<file path="config.mk">
export PLATFORM = sky130hd
export DESIGN_NAME = go_to_goal_steering
export DESIGN_NICKNAME = d
export VERILOG_FILES = /design/src/ggs_pkg.sv /design/src/ggs_isqrt.sv /design/src/ggs_cordic.sv /design/src/ggs_div.sv /design/src/go_to_goal_steering.sv
export SDC_FILE = /design/constraint.sdc
export NUM_CORES = 2
export LEC_CHECK = 0
export BUFFER_PORTS_ARGS = -buffer_cell sky130_fd_sc_hd__buf_2
export CAP_MARGIN = 20
export CORE_MARGIN = 3
export CORE_UTILIZATION = 59
export DETAILED_ROUTE_END_ITERATION = 7
export PLACE_DENSITY = 0.79
export SKIP_LAST_GASP = 1
export SYNTH_ARGS = -nofsm -noshare
export SYNTH_HDL_FRONTEND = slang
export SYNTH_HIERARCHICAL = 1
export SYNTH_SLANG_ARGS = --single-unit
</file>
<file path="constraint.sdc">
create_clock -name clk -period 7.4 [get_ports clk]
set_input_delay 1.48 -clock clk [delete_from_list [all_inputs] [get_ports clk]]
set_output_delay 1.48 -clock clk [all_outputs]
set_load 0.01 [all_outputs]
</file>
<file path="src/ggs_pkg.sv">
package ggs_pkg;

  // number format of positions, angles and times
  localparam int FRAC_BITS = 10;
  localparam int POS_W     = 16;
  localparam int SPD_W     = 15;

  // offset and distance datapath
  localparam int OFS_W  = POS_W + 1;
  localparam int SQ_W   = 2 * OFS_W;
  localparam int ROOT_W = OFS_W;

  // cordic vectoring datapath
  localparam int ANG_FRAC     = 30;
  localparam int ANG_SHIFT    = ANG_FRAC - FRAC_BITS;
  localparam int CORDIC_ITERS = 24;
  localparam int ITER_W       = 5;
  localparam int PRE_SHIFT    = 16;
  localparam int CX_W         = 36;
  localparam int CZ_W         = 34;
  localparam int BEAR_W       = CZ_W - ANG_SHIFT;
  localparam int DIFF_W       = 20;
  localparam logic signed [CZ_W-1:0] HALF_PI_Q30 = 34'sd1686629713;

  // speed division
  localparam int NUM_W = ROOT_W + FRAC_BITS;
  localparam logic [SPD_W-1:0] SPEED_MAX = {SPD_W{1'b1}};

  // tolerances
  localparam int NEAR_TOL = 1 << (FRAC_BITS - 1);
  localparam int HEAD_TOL = ((1 << FRAC_BITS) + 50) / 100;

  // atan(2^-i) in q.30
  function automatic logic signed [CZ_W-1:0] atan_q30(input logic [ITER_W-1:0] i);
    logic signed [CZ_W-1:0] v;
    case (i)
      5'd0:  v = 34'sd843314857;
      5'd1:  v = 34'sd497837829;
      5'd2:  v = 34'sd263043837;
      5'd3:  v = 34'sd133525159;
      5'd4:  v = 34'sd67021687;
      5'd5:  v = 34'sd33543516;
      5'd6:  v = 34'sd16775851;
      5'd7:  v = 34'sd8388437;
      5'd8:  v = 34'sd4194283;
      5'd9:  v = 34'sd2097149;
      5'd10: v = 34'sd1048576;
      5'd11: v = 34'sd524288;
      5'd12: v = 34'sd262144;
      5'd13: v = 34'sd131072;
      5'd14: v = 34'sd65536;
      5'd15: v = 34'sd32768;
      5'd16: v = 34'sd16384;
      5'd17: v = 34'sd8192;
      5'd18: v = 34'sd4096;
      5'd19: v = 34'sd2048;
      5'd20: v = 34'sd1024;
      5'd21: v = 34'sd512;
      5'd22: v = 34'sd256;
      5'd23: v = 34'sd128;
      default: v = '0;
    endcase
    return v;
  endfunction

endpackage

</file>
<file path="src/ggs_isqrt.sv">
module ggs_isqrt import ggs_pkg::*; (
  input  logic                    clk,
  input  logic                    rst_n,
  input  logic                    start,
  input  logic signed [OFS_W-1:0] dx,
  input  logic signed [OFS_W-1:0] dy,
  output logic                    busy,
  output logic [ROOT_W-1:0]       root
);

  // two squaring steps, then one root bit per cycle
  localparam int STEPS = ROOT_W + 2;
  localparam int CNT_W = $clog2(STEPS);
  localparam int REM_W = ROOT_W + 4;

  logic             busy_r, busy_nxt;
  logic [CNT_W-1:0] cnt_r, cnt_nxt;
  logic [SQ_W-1:0]  acc_r, acc_nxt;
  logic [REM_W-1:0] rem_r, rem_nxt;
  logic [ROOT_W-1:0] root_r, root_nxt;

  logic signed [OFS_W-1:0]   mul_a;
  logic signed [2*OFS_W-1:0] prod;
  logic [REM_W-1:0] rem_sh, trial;
  logic             ge;

  assign mul_a  = (cnt_r == '0) ? dx : dy;
  assign prod   = mul_a * mul_a;
  assign rem_sh = {rem_r[REM_W-3:0], acc_r[SQ_W-1 -: 2]};
  assign trial  = {2'b00, root_r, 2'b01};
  assign ge     = rem_sh >= trial;

  always_comb begin
    busy_nxt = busy_r;
    cnt_nxt  = cnt_r;
    acc_nxt  = acc_r;
    rem_nxt  = rem_r;
    root_nxt = root_r;
    if (start) begin
      busy_nxt = 1'b1;
      cnt_nxt  = '0;
      acc_nxt  = '0;
      rem_nxt  = '0;
      root_nxt = '0;
    end else if (busy_r) begin
      cnt_nxt = cnt_r + 1'b1;
      if (cnt_r < CNT_W'(2)) begin
        acc_nxt = acc_r + SQ_W'(prod);
      end else begin
        acc_nxt  = acc_r << 2;
        rem_nxt  = ge ? rem_sh - trial : rem_sh;
        root_nxt = {root_r[ROOT_W-2:0], ge};
      end
      if (cnt_r == CNT_W'(STEPS - 1)) busy_nxt = 1'b0;
    end
  end

  always_ff @(posedge clk) begin
    if (!rst_n) begin
      busy_r <= 1'b0;
      cnt_r  <= '0;
    end else begin
      busy_r <= busy_nxt;
      cnt_r  <= cnt_nxt;
    end
    acc_r  <= acc_nxt;
    rem_r  <= rem_nxt;
    root_r <= root_nxt;
  end

  assign busy = busy_r;
  assign root = root_r;

endmodule

</file>
<file path="src/ggs_cordic.sv">
module ggs_cordic import ggs_pkg::*; (
  input  logic                     clk,
  input  logic                     rst_n,
  input  logic                     start,
  input  logic signed [OFS_W-1:0]  dx,
  input  logic signed [OFS_W-1:0]  dy,
  output logic                     busy,
  output logic signed [BEAR_W-1:0] bearing
);

  logic                     busy_r, busy_nxt;
  logic                     zero_r, zero_nxt;
  logic [ITER_W-1:0]        i_r, i_nxt;
  logic signed [CX_W-1:0]   x_r, x_nxt, y_r, y_nxt;
  logic signed [CZ_W-1:0]   z_r, z_nxt;

  logic signed [CX_W-1:0]   xi, yi, x0, y0, xs, ys;
  logic signed [CZ_W-1:0]   z0, mag, rsum;
  logic [BEAR_W-1:0]        rmag;

  // pre-rotate into the right half plane
  always_comb begin
    xi = CX_W'(dx) <<< PRE_SHIFT;
    yi = CX_W'(dy) <<< PRE_SHIFT;
    x0 = xi;
    y0 = yi;
    z0 = '0;
    if (xi < 0) begin
      if (yi >= 0) begin
        x0 = yi;
        y0 = -xi;
        z0 = HALF_PI_Q30;
      end else begin
        x0 = -yi;
        y0 = xi;
        z0 = -HALF_PI_Q30;
      end
    end
  end

  assign xs = x_r >>> i_r;
  assign ys = y_r >>> i_r;

  always_comb begin
    busy_nxt = busy_r;
    zero_nxt = zero_r;
    i_nxt    = i_r;
    x_nxt    = x_r;
    y_nxt    = y_r;
    z_nxt    = z_r;
    if (start) begin
      busy_nxt = 1'b1;
      zero_nxt = (dx == '0) && (dy == '0);
      i_nxt    = '0;
      x_nxt    = x0;
      y_nxt    = y0;
      z_nxt    = z0;
    end else if (busy_r) begin
      if (y_r > 0) begin
        x_nxt = x_r + ys;
        y_nxt = y_r - xs;
        z_nxt = z_r + atan_q30(i_r);
      end else begin
        x_nxt = x_r - ys;
        y_nxt = y_r + xs;
        z_nxt = z_r - atan_q30(i_r);
      end
      i_nxt = i_r + 1'b1;
      if (i_r == ITER_W'(CORDIC_ITERS - 1)) busy_nxt = 1'b0;
    end
  end

  always_ff @(posedge clk) begin
    if (!rst_n) begin
      busy_r <= 1'b0;
      i_r    <= '0;
    end else begin
      busy_r <= busy_nxt;
      i_r    <= i_nxt;
    end
    zero_r <= zero_nxt;
    x_r    <= x_nxt;
    y_r    <= y_nxt;
    z_r    <= z_nxt;
  end

  // round half away from zero to the output lsb
  assign mag  = (z_r < 0) ? -z_r : z_r;
  assign rsum = mag + CZ_W'(1 << (ANG_SHIFT - 1));
  assign rmag = rsum[ANG_SHIFT +: BEAR_W];

  always_comb begin
    if (zero_r) bearing = '0;
    else if (z_r < 0) bearing = -signed'(rmag);
    else bearing = signed'(rmag);
  end

  assign busy = busy_r;

endmodule

</file>
<file path="src/ggs_div.sv">
module ggs_div import ggs_pkg::*; (
  input  logic              clk,
  input  logic              rst_n,
  input  logic              start,
  input  logic [ROOT_W-1:0] num,
  input  logic [SPD_W-1:0]  den,
  output logic              busy,
  output logic [SPD_W-1:0]  quot
);

  localparam int CNT_W = $clog2(NUM_W);

  logic             busy_r, busy_nxt;
  logic [CNT_W-1:0] cnt_r, cnt_nxt;
  logic [NUM_W-1:0] num_r, num_nxt, quo_r, quo_nxt;
  logic [SPD_W:0]   rem_r, rem_nxt;

  logic [SPD_W:0] rem_sh;
  logic           ge;

  // restoring division, one quotient bit per cycle
  assign rem_sh = {rem_r[SPD_W-1:0], num_r[NUM_W-1]};
  assign ge     = rem_sh >= {1'b0, den};

  always_comb begin
    busy_nxt = busy_r;
    cnt_nxt  = cnt_r;
    num_nxt  = num_r;
    quo_nxt  = quo_r;
    rem_nxt  = rem_r;
    if (start) begin
      busy_nxt = 1'b1;
      cnt_nxt  = '0;
      num_nxt  = {num, {FRAC_BITS{1'b0}}};
      quo_nxt  = '0;
      rem_nxt  = '0;
    end else if (busy_r) begin
      rem_nxt = ge ? rem_sh - {1'b0, den} : rem_sh;
      quo_nxt = {quo_r[NUM_W-2:0], ge};
      num_nxt = num_r << 1;
      cnt_nxt = cnt_r + 1'b1;
      if (cnt_r == CNT_W'(NUM_W - 1)) busy_nxt = 1'b0;
    end
  end

  always_ff @(posedge clk) begin
    if (!rst_n) begin
      busy_r <= 1'b0;
      cnt_r  <= '0;
    end else begin
      busy_r <= busy_nxt;
      cnt_r  <= cnt_nxt;
    end
    num_r <= num_nxt;
    quo_r <= quo_nxt;
    rem_r <= rem_nxt;
  end

  assign busy = busy_r;
  assign quot = (|quo_r[NUM_W-1:SPD_W]) ? SPEED_MAX : quo_r[SPD_W-1:0];

endmodule

</file>
<file path="src/go_to_goal_steering.sv">
// go-to-goal steering controller. each input word is one pose (x, y, heading,
// signed q5.10); each result word carries a forward speed, a turn command and
// the arrived / finished flags. the offset to the goal is fed at once to a
// bit-serial square root (two squaring steps on one shared multiplier, then
// one root bit per cycle) and to a 24-step cordic vectoring unit that runs
// alongside it; the cordic sets the pace. the first pose after reset also
// runs the 27-step restoring divider that latches the speed (distance /
// travel_time). in_stall is high while an item is in work; a finished
// result sits in an output register, so the next pose can be taken while
// the result waits. the speed reported is the one latched before the
// current pose (zero for the very first), and zero when within 0.5 of the
// goal. once the heading is within 0.01 of the target near the goal,
// finished is reported and later poses are taken and dropped without a
// result until reset. configuration must be written over the apb port
// only while the block is idle; the block does not enforce this. target_x
// at 0x0, target_y at 0x4, target_heading at 0x8, travel_time at 0xc.
module go_to_goal_steering import ggs_pkg::*; (
  input  logic                    clk,
  input  logic                    rst_n,
  // pose input
  input  logic                    in_valid,
  output logic                    in_stall,
  input  logic signed [POS_W-1:0] in_pos_x,
  input  logic signed [POS_W-1:0] in_pos_y,
  input  logic signed [POS_W-1:0] in_heading,
  // command output
  output logic                    out_valid,
  input  logic                    out_stall,
  output logic [SPD_W-1:0]        out_linear_speed,
  output logic signed [POS_W-1:0] out_angular_cmd,
  output logic                    out_arrived,
  output logic                    out_finished,
  // configuration
  input  logic                    psel,
  input  logic                    penable,
  input  logic                    pwrite,
  input  logic [3:0]              paddr,
  input  logic [31:0]             pwdata,
  output logic [31:0]             prdata,
  output logic                    pready
);

  typedef enum logic [1:0] {
    REG_TARGET_X  = 2'd0,
    REG_TARGET_Y  = 2'd1,
    REG_TARGET_HD = 2'd2,
    REG_TRAVEL_T  = 2'd3
  } reg_idx_t;

  typedef enum logic [5:0] {
    S_IDLE  = 6'b000001,
    S_CALC  = 6'b000010,
    S_WAIT  = 6'b000100,
    S_DIV   = 6'b001000,
    S_DWAIT = 6'b010000,
    S_OUT   = 6'b100000
  } state_t;

  localparam logic signed [DIFF_W-1:0] HEAD_P  = DIFF_W'(HEAD_TOL);
  localparam logic signed [DIFF_W-1:0] HEAD_N  = -HEAD_P;
  localparam logic signed [DIFF_W-1:0] ANG_MAX = DIFF_W'(32767);
  localparam logic signed [DIFF_W-1:0] ANG_MIN = -DIFF_W'(32768);

  // configuration registers
  logic signed [POS_W-1:0] tx_r, ty_r, th_r;
  logic [SPD_W-1:0]        tt_r;
  reg_idx_t                widx;
  logic                    cfg_wr;

  assign pready = 1'b1;
  assign cfg_wr = psel && penable && pwrite;
  assign widx   = reg_idx_t'(paddr[3:2]);

  always_ff @(posedge clk) begin
    if (!rst_n) begin
      tx_r <= '0;
      ty_r <= '0;
      th_r <= '0;
      tt_r <= SPD_W'(1 << FRAC_BITS);
    end else if (cfg_wr) begin
      unique case (widx)
        REG_TARGET_X:  tx_r <= pwdata[POS_W-1:0];
        REG_TARGET_Y:  ty_r <= pwdata[POS_W-1:0];
        REG_TARGET_HD: th_r <= pwdata[POS_W-1:0];
        REG_TRAVEL_T:  tt_r <= pwdata[SPD_W-1:0];
        default: ;
      endcase
    end
  end

  always_comb begin
    unique case (widx)
      REG_TARGET_X:  prdata = {{(32-POS_W){1'b0}}, tx_r};
      REG_TARGET_Y:  prdata = {{(32-POS_W){1'b0}}, ty_r};
      REG_TARGET_HD: prdata = {{(32-POS_W){1'b0}}, th_r};
      REG_TRAVEL_T:  prdata = {{(32-SPD_W){1'b0}}, tt_r};
      default:       prdata = '0;
    endcase
  end

  // sequencer and item state
  state_t                  state_r, state_nxt;
  logic                    done_r, done_nxt;
  logic                    spd_valid_r, spd_valid_nxt;
  logic [SPD_W-1:0]        spd_latch_r, spd_latch_nxt;
  logic [SPD_W-1:0]        spd_out_r, spd_out_nxt;
  logic signed [OFS_W-1:0] dx_r, dy_r;
  logic signed [POS_W-1:0] hd_r;
  logic                    out_valid_r, out_valid_nxt;
  logic [SPD_W-1:0]        o_speed_r;
  logic signed [POS_W-1:0] o_ang_r;
  logic                    o_near_r, o_fin_r;

  logic                     in_take, out_load;
  logic                     sq_busy, cd_busy, dv_busy;
  logic [ROOT_W-1:0]        root_dist;
  logic signed [BEAR_W-1:0] bear;
  logic [SPD_W-1:0]         quot;

  ggs_isqrt u_isqrt (
    .clk   (clk),
    .rst_n (rst_n),
    .start (state_r == S_CALC),
    .dx    (dx_r),
    .dy    (dy_r),
    .busy  (sq_busy),
    .root  (root_dist)
  );

  ggs_cordic u_cordic (
    .clk     (clk),
    .rst_n   (rst_n),
    .start   (state_r == S_CALC),
    .dx      (dx_r),
    .dy      (dy_r),
    .busy    (cd_busy),
    .bearing (bear)
  );

  ggs_div u_div (
    .clk   (clk),
    .rst_n (rst_n),
    .start (state_r == S_DIV),
    .num   (root_dist),
    .den   (tt_r),
    .busy  (dv_busy),
    .quot  (quot)
  );

  assign in_stall = (state_r != S_IDLE);
  assign in_take  = in_valid && !in_stall;

  // result decision
  logic                     near, fin;
  logic signed [DIFF_W-1:0] dif, ang_raw, ang_sel;
  logic signed [POS_W-1:0]  ang_sat;

  assign near    = root_dist < ROOT_W'(NEAR_TOL);
  assign dif     = DIFF_W'(th_r) - DIFF_W'(hd_r);
  assign fin     = near && (dif < HEAD_P) && (dif > HEAD_N);
  assign ang_raw = DIFF_W'(bear) - DIFF_W'(hd_r);
  assign ang_sel = (near && !fin) ? dif : ang_raw;

  always_comb begin
    if (ang_sel > ANG_MAX) ang_sat = POS_W'(ANG_MAX);
    else if (ang_sel < ANG_MIN) ang_sat = POS_W'(ANG_MIN);
    else ang_sat = ang_sel[POS_W-1:0];
  end

  assign out_load = (state_r == S_OUT) && (!out_valid_r || !out_stall);

  always_comb begin
    state_nxt     = state_r;
    done_nxt      = done_r;
    spd_valid_nxt = spd_valid_r;
    spd_latch_nxt = spd_latch_r;
    spd_out_nxt   = spd_out_r;
    out_valid_nxt = out_valid_r && out_stall;
    unique case (state_r)
      S_IDLE: begin
        // after finish, words are taken and dropped
        if (in_take && !done_r) state_nxt = S_CALC;
      end
      S_CALC: state_nxt = S_WAIT;
      S_WAIT: begin
        if (!sq_busy && !cd_busy) begin
          spd_out_nxt = spd_valid_r ? spd_latch_r : '0;
          state_nxt   = spd_valid_r ? S_OUT : S_DIV;
        end
      end
      S_DIV: state_nxt = S_DWAIT;
      S_DWAIT: begin
        if (!dv_busy) begin
          spd_latch_nxt = quot;
          spd_valid_nxt = 1'b1;
          state_nxt     = S_OUT;
        end
      end
      S_OUT: begin
        if (out_load) begin
          out_valid_nxt = 1'b1;
          done_nxt      = fin;
          state_nxt     = S_IDLE;
        end
      end
      default: state_nxt = S_IDLE;
    endcase
  end

  always_ff @(posedge clk) begin
    if (!rst_n) begin
      state_r     <= S_IDLE;
      done_r      <= 1'b0;
      spd_valid_r <= 1'b0;
      spd_latch_r <= '0;
      out_valid_r <= 1'b0;
    end else begin
      state_r     <= state_nxt;
      done_r      <= done_nxt;
      spd_valid_r <= spd_valid_nxt;
      spd_latch_r <= spd_latch_nxt;
      out_valid_r <= out_valid_nxt;
    end
    spd_out_r <= spd_out_nxt;
    if (in_take) begin
      dx_r <= OFS_W'(tx_r) - OFS_W'(in_pos_x);
      dy_r <= OFS_W'(ty_r) - OFS_W'(in_pos_y);
      hd_r <= in_heading;
    end
    if (out_load) begin
      o_speed_r <= near ? '0 : spd_out_r;
      o_ang_r   <= ang_sat;
      o_near_r  <= near;
      o_fin_r   <= fin;
    end
  end

  assign out_valid        = out_valid_r;
  assign out_linear_speed = o_speed_r;
  assign out_angular_cmd  = o_ang_r;
  assign out_arrived      = o_near_r;
  assign out_finished     = o_fin_r;

  // finish is sticky until reset
  a_done_sticky: assert property (@(posedge clk) disable iff (!rst_n)
    done_r |=> done_r)
    else $error("done flag dropped without reset");

  // the speed latch is taken once only
  a_spd_sticky: assert property (@(posedge clk) disable iff (!rst_n)
    spd_valid_r |=> spd_valid_r && $stable(spd_latch_r))
    else $error("latched speed changed");

  // finished implies arrived
  a_fin_near: assert property (@(posedge clk) disable iff (!rst_n)
    out_valid && out_finished |-> out_arrived)
    else $error("finished without arrived");

  // arrived words carry zero speed
  a_near_stop: assert property (@(posedge clk) disable iff (!rst_n)
    out_valid && out_arrived |-> out_linear_speed == '0)
    else $error("nonzero speed at goal");

  // no word is produced once finished
  a_no_word_done: assert property (@(posedge clk) disable iff (!rst_n)
    done_r && !out_valid |=> !out_valid)
    else $error("word after finish");

endmodule

</file>
Word-level counts from Yosys, hierarchy flattened
Memory sizes are Yosys's and may differ from the RTL's. A register that Yosys moved wholly into a read port is not among the register bits.
Cells that the tools add are included.
- bits in registers: 439
- ROM bits: 1920
- input port bits: 91
- memories: 2
- add/sub/neg operators: 21
- $mul: 1
- order comparisons: 12
- eq/ne operators: 17
- shift operators: 2
- muxes and demuxes: 55
- bitwise logic cells: 3
- reductions and logical operators: 37
- memory list (memory ; depth ; width ; read ports ; clocked after memory_dff ; write ports ; line ; text):
    (no name shown) ; 32 ; 30 ; 1 ; 1 ; 0 ; ggs_pkg.sv:36 ; case (i)
    (no name shown) ; 32 ; 30 ; 1 ; 1 ; 0 ; ggs_pkg.sv:36 ;
- operators by type and width (operator ; number):
    two-way mux 34 bit ; 13
    two-way mux 36 bit ; 10
    case mux 32 bit (4 select lines) ; 1
    adder 36 bit ; 2
    negation 33 -> 36 bit ; 2
    >>> shifter 36 x 5 -> 36 bit ; 2
    subtractor 36 bit ; 2
    adder 34 bit ; 2
    two-way mux 27 bit ; 2
    subtractor 16 x 16 -> 17 bit ; 3
    greater-than comparator 36 x 1 -> 1 bit, second input constant ; 1
    case mux 6 bit (6 select lines) ; 1
    adder 34 x 21 -> 34 bit, second input constant ; 1
    zero test 17 bit ; 2
    less-than comparator 34 x 1 -> 1 bit, second input constant ; 1
    multiplier 17 x 17 -> 34 bit ; 1
    negation 34 bit ; 1
    subtractor 34 bit ; 1
    >= comparator 33 x 1 -> 1 bit, second input constant ; 1
    less-than comparator 33 x 1 -> 1 bit, second input constant ; 1
    two-way mux 15 bit ; 2
    two-way mux 6 bit ; 5
    two-way mux 14 bit ; 2
    >= comparator 21 x 19 -> 1 bit ; 1
    40 further kinds ; 88

Longest topological paths before layout
- depth in word-level cells: 10
- depth in mapped cells: 31
- depth with buffers taken out: 29

Hierarchy
The synthesis kept the hierarchy.
- modules (own cells, without submodules) (module ; times used ; cells each ; area an instance (µm²) ; sequential area each (µm²)):
    ggs_cordic ; 1 ; 2446 ; 20699.9 ; 3933.8
    ggs_isqrt ; 1 ; 1806 ; 15584.9 ; 1521.5
    go_to_goal_steering ; 1 ; 1129 ; 10826.6 ; 4684.5
    ggs_div ; 1 ; 406 ; 3669.8 ; 1471.4

Least setup slack after synthesis
No wires, ideal clock.
- path kind: reg2reg
- start: register u_isqrt.cnt_r[0]
- end: register u_isqrt.acc_r[27]
- library setup time: 0.091 ns
- arrival: 7.451 ns
- required time: 7.309 ns
- setup slack: -0.142 ns
- cell stages (with the launch flop): 30
- buffers on the path: 4
- clock period less this slack: 7.542 ns
- cell sequence: dfxtp_1 -> inv_1 -> ha_1 -> nor4b_1 -> buf_2 -> buf_2 -> mux2i_1 -> inv_1 -> buf_1 -> nand2_1 -> fa_1 -> fa_1 -> inv_1 -> fa_1 -> fa_1 -> fa_1 -> inv_1 -> fa_1 -> inv_1 -> ha_1 -> clkbuf_1 -> a21oi_1 -> a21boi_0 -> o21ai_0 -> o21ai_0 -> a21oi_1 -> nor2b_1 -> xnor2_1 -> nand2_1 -> a311oi_1
- word-level cells in the longest chain between the ends: 5
- elaborated cells between the ends (all ways): 6
- those cells by class: add/sub: 1; mul: 1; order compare: 1; mux: 2; reduce/logical: 1
- RTL lines (item ; line ; text):
    start, declared ; ggs_isqrt.sv:17 ; logic [CNT_W-1:0] cnt_r, cnt_nxt;
    start signal, assigned ; ggs_isqrt.sv:64 ; cnt_r <= cnt_nxt;
    zero test 5 bit ; ggs_isqrt.sv:27 ; assign mul_a = (cnt_r == '0) ? dx : dy;
    two-way mux 17 bit ; ggs_isqrt.sv:27 ;
    multiplier 17 x 17 -> 34 bit ; ggs_isqrt.sv:28 ; assign prod = mul_a * mul_a;
    adder 34 bit ; ggs_isqrt.sv:48 ; acc_nxt = acc_r + SQ_W'(prod);
    two-way mux 34 bit (*) ; ggs_isqrt.sv:47 ; if (cnt_r < CNT_W'(2)) begin
    end signal, assigned ; ggs_isqrt.sv:66 ; acc_r <= acc_nxt;
    end, declared ; ggs_isqrt.sv:18 ; logic [SQ_W-1:0] acc_r, acc_nxt;
Every way passes the cells marked *; elsewhere a longest branch is shown, timed or not.
A chain may end at the register's enable or synchronous reset.

Worst setup path in the final report
- start: register u_isqrt.cnt_r[0]
- end: register u_isqrt.acc_r[33]
Same word-level chain as after synthesis.

==> flow_metrics.env <==
export IMPL_status="finished, final reports clean"
export IMPL_yosysTopAreaCell="edfxtp_1"
export IMPL_drc=0
export IMPL_drv_cap=0
export IMPL_worst_path_stages=29
export IMPL_synth_seq_cells=469
export IMPL_startpoint_type="flop"
export IMPL_cts_buffers=55
export IMPL_dieHeight_um=299
export IMPL_hold_end="spd_latch_r[8]$_SDFFE_PN0P_"
export IMPL_vias=44200
export IMPL_rows=106
export IMPL_synth_flop_cell="dfxtp_1"
export IMPL_clkTransAtPathRegs_ps=60
export IMPL_hold_depth=2
export IMPL_rsz0062_at_grt="yes"
export IMPL_viasPerCell=6.23
export IMPL_cts_buffer_depth=3
export IMPL_pre_cts_slack_ps=-72.4
export IMPL_final_setup_worst_slack_ps=133
export IMPL_dieWidth_um=299
export IMPL_htree_levels=2
export IMPL_path_class="reg -> reg"
export IMPL_design_area_mm2=0.0557
export IMPL_slowest_stage="fa_1"
export IMPL_critPathArrivalTime_ps=7760
export IMPL_path_buf_inv=11
export IMPL_root_buffer="clkbuf_16"
export IMPL_hp_class="reg -> reg"
export IMPL_ys_async_sr_fraction_pct=0
export IMPL_antenna_found_initial=4
export IMPL_synth_top_cell_area_share_pct=13.1
export IMPL_wl_per_cell_um=20.2
export IMPL_fin_tns_setup_ps=0
export IMPL_critical_path_top_delay_family="adder cells"
export IMPL_netlist_top_cells_area="edfxtp_1, fa_1, dfxtp_1"
export IMPL_r2r_start="u_isqrt/cnt_r[0]$_SDFFE_PP0P_"
export IMPL_clock_sinks=469
export IMPL_fmax_mhz=138
export IMPL_drt_wl_total_um=143000
export IMPL_gp_congestion=1.01
export IMPL_dp_hpwl_um=108000
export IMPL_layout_cells_non_filler=7093
export IMPL_avgSynthCellArea_um2=8.78
export IMPL_syn_inst=5787
export IMPL_fin_skew_ps=56.7
export IMPL_io_buffers=123
export IMPL_grt_max_degree=89
export IMPL_setup_viol=0
export IMPL_cts_tree="built"
export IMPL_rr_endpoint="u_isqrt/acc_r[33]$_SDFFE_PP0P_"
export IMPL_final_net_count=6654
export IMPL_hold_viol_final=0
export IMPL_ios=159
export IMPL_seq_area_frac_synth_pct=22.9
export IMPL_clk_insertion_delay_late_ps=650
export IMPL_start_util_pct=60.1
export IMPL_fin_crit_ps=7270
export IMPL_maxSlewHeadroom_pct=34.6
export IMPL_drt_iter0_markers=4401
export IMPL_post_route_period_util_pct=98.2
export IMPL_synth_area_mm2=0.0508
export IMPL_worstPathRequired_ps=7900
export IMPL_yosys_warnings=6
export IMPL_cpPeakStageDelay_ps=600
export IMPL_dieArea_mm2=0.0896
export IMPL_synth_enable_flop_cells=222
export IMPL_grt_pass1_wl_um=225000
export IMPL_report_final_slew_viol_count=0
export IMPL_overflow=0
export IMPL_reg2reg_depth=29
export IMPL_critical_path_most_common_cell="inv_1"
export IMPL_yosysUniqueCellTypes=129
export IMPL_area_growth_pct=9.69
export IMPL_fp_coreArea_mm2=0.0845
export IMPL_worst_pin_slew_ps=978
export IMPL_track_usage_pct=30.8
export IMPL_cp_max_fo=11
export IMPL_synth_top_cells_by_count="inv_1, nand2_1, nor2_1"
export IMPL_worstSetupStartpoint="u_isqrt/cnt_r[0]$_SDFFE_PP0P_"
export IMPL_post_synth_top_count_cell="inv_1"
export IMPL_drive_gt1_share_pct=13.4
export IMPL_min_from="spd_latch_r[8]$_SDFFE_PN0P_"
export IMPL_cp_end_kind="flop"
export IMPL_drtPass1Iterations=8
export IMPL_placed_cell_area_mm2=0.0530
export IMPL_grt_pass1_vias=42100
export IMPL_placed_cells=6960
export IMPL_reg2reg_slack_ps=130
export IMPL_drtAntennaViolNets=0
[metrics by stage]
step / hold WS [ps] / util [%]
2_1_floorplan: 436 / -
3_3_place_gp: 449 / 62.8
3_5_place_dp: 456 / 62.8
4_1_cts: 465 / 65.0
5_1_grt: 490 / 65.9
6_report: 462 / 65.9
[state kept, by name, indices dropped and copies added, names as in the netlist, 19 cells and up, named ones only]
name	flops
u_cordic/z_r	34
u_div/quo_r	27
u_cordic/y_r	36
u_isqrt/acc_r	34
u_cordic/x_r	36
u_isqrt/rem_r	19
[metal layers]
| metal | vias to the layer above | part of all wire, % | track usage (%) |
|---|---|---|---|
| li1 | 20500 | - | - |
| met1 | 21300 | 41 | 42.2 |
| met2 | 1997 | 46 | 49.2 |
| met3 | 399 | 7.9 | 4.03 |
| met4 | 4 | 5.0 | 13.5 |
| met5 | - | 0.024 | 0 |
[cell usage in the layout, fill, tap and decap left out, types with 54 or more instances in the layout]
master	synthesis	layout
nor2_1	440	430
o211ai_1	54	54
buf_4	27	176
buf_2	32	123
fa_1	315	311
ha_1	339	333
dfxtp_1	247	240
nand3_1	100	100
edfxtp_1	222	222
mux2i_1	107	100
o21ai_0	277	276
nor2b_1	55	55
mux2_2	70	60
inv_1	654	641
a21oi_1	304	294
a21o_1	100	100
xnor2_1	204	202
a21boi_0	103	103
clkbuf_16	0	57
xor2_1	119	119
and2_1	58	57
mux4_2	94	94
nand2_1	621	608
nor3_1	119	117
nor4_1	56	55
[area by class of cell]
type,instances,area (um^2)
Clock inverter,36,390
Antenna cell,3,7.51
Timing Repair Buffer,326,2400
Fill cell,6795,28800
Sequential cell,469,11600
Clock buffer,68,1480
Tap cell,1134,1420
Inverter,667,2520
Multi-Input combinational cell,4390,35900
[worst register-to-register path, delay by kind of cell (launching register included)]
family	cells	cell delay (ps)
adder cells (fa/ha/maj)	8	3740
AND/OR/NAND/NOR	2	320
XOR/XNOR	1	140
multiplexers	1	330
buffers and inverters	11	1260
flip-flops	1	310
AO/OA/AOI/OAI	6	1020
[worst max-delay path by stage]
stage	to	slack, ps
3_3_place_gp	u_isqrt/acc_r[32]$_SDFFE_PP0P_	-10
4_1_cts	u_isqrt/acc_r[32]$_SDFFE_PP0P_	5
3_5_place_dp	u_isqrt/acc_r[27]$_SDFFE_PP0P_	-70
5_1_grt	u_isqrt/acc_r[32]$_SDFFE_PP0P_	-220
6_report	u_isqrt/acc_r[33]$_SDFFE_PP0P_	130
2_1_floorplan	u_isqrt/acc_r[27]$_SDFFE_PP0P_	0.3
[cells by family (layout without fill, tap and decap cells)]
logic type      Yosys count  count (layout)  share of synthesized area, %
xor+xnor                323             323                          5.57
compound gates         1304            1304                          17.1
buf+inv                 943            1097                          7.59
simple gates           1778            1778                          16.6
fa+ha+maj               671             671                          21.1
mux                     297             297                          9.10
flops                   469             469                          22.9
other cells               2              20                        0.0148
[repair_timing]
item                                    4_1_cts  5_1_grt
hold buffers                                  0        0
gates resized for setup                       7      114
gates cloned                                  0        3
pin swaps                                     0       46
setup buffers                                 0       21
endpoints found under the setup margin        7       34
Power is not shown: default switching activity piles up to over one toggle a cycle in this logic, so the estimate is an artifact.
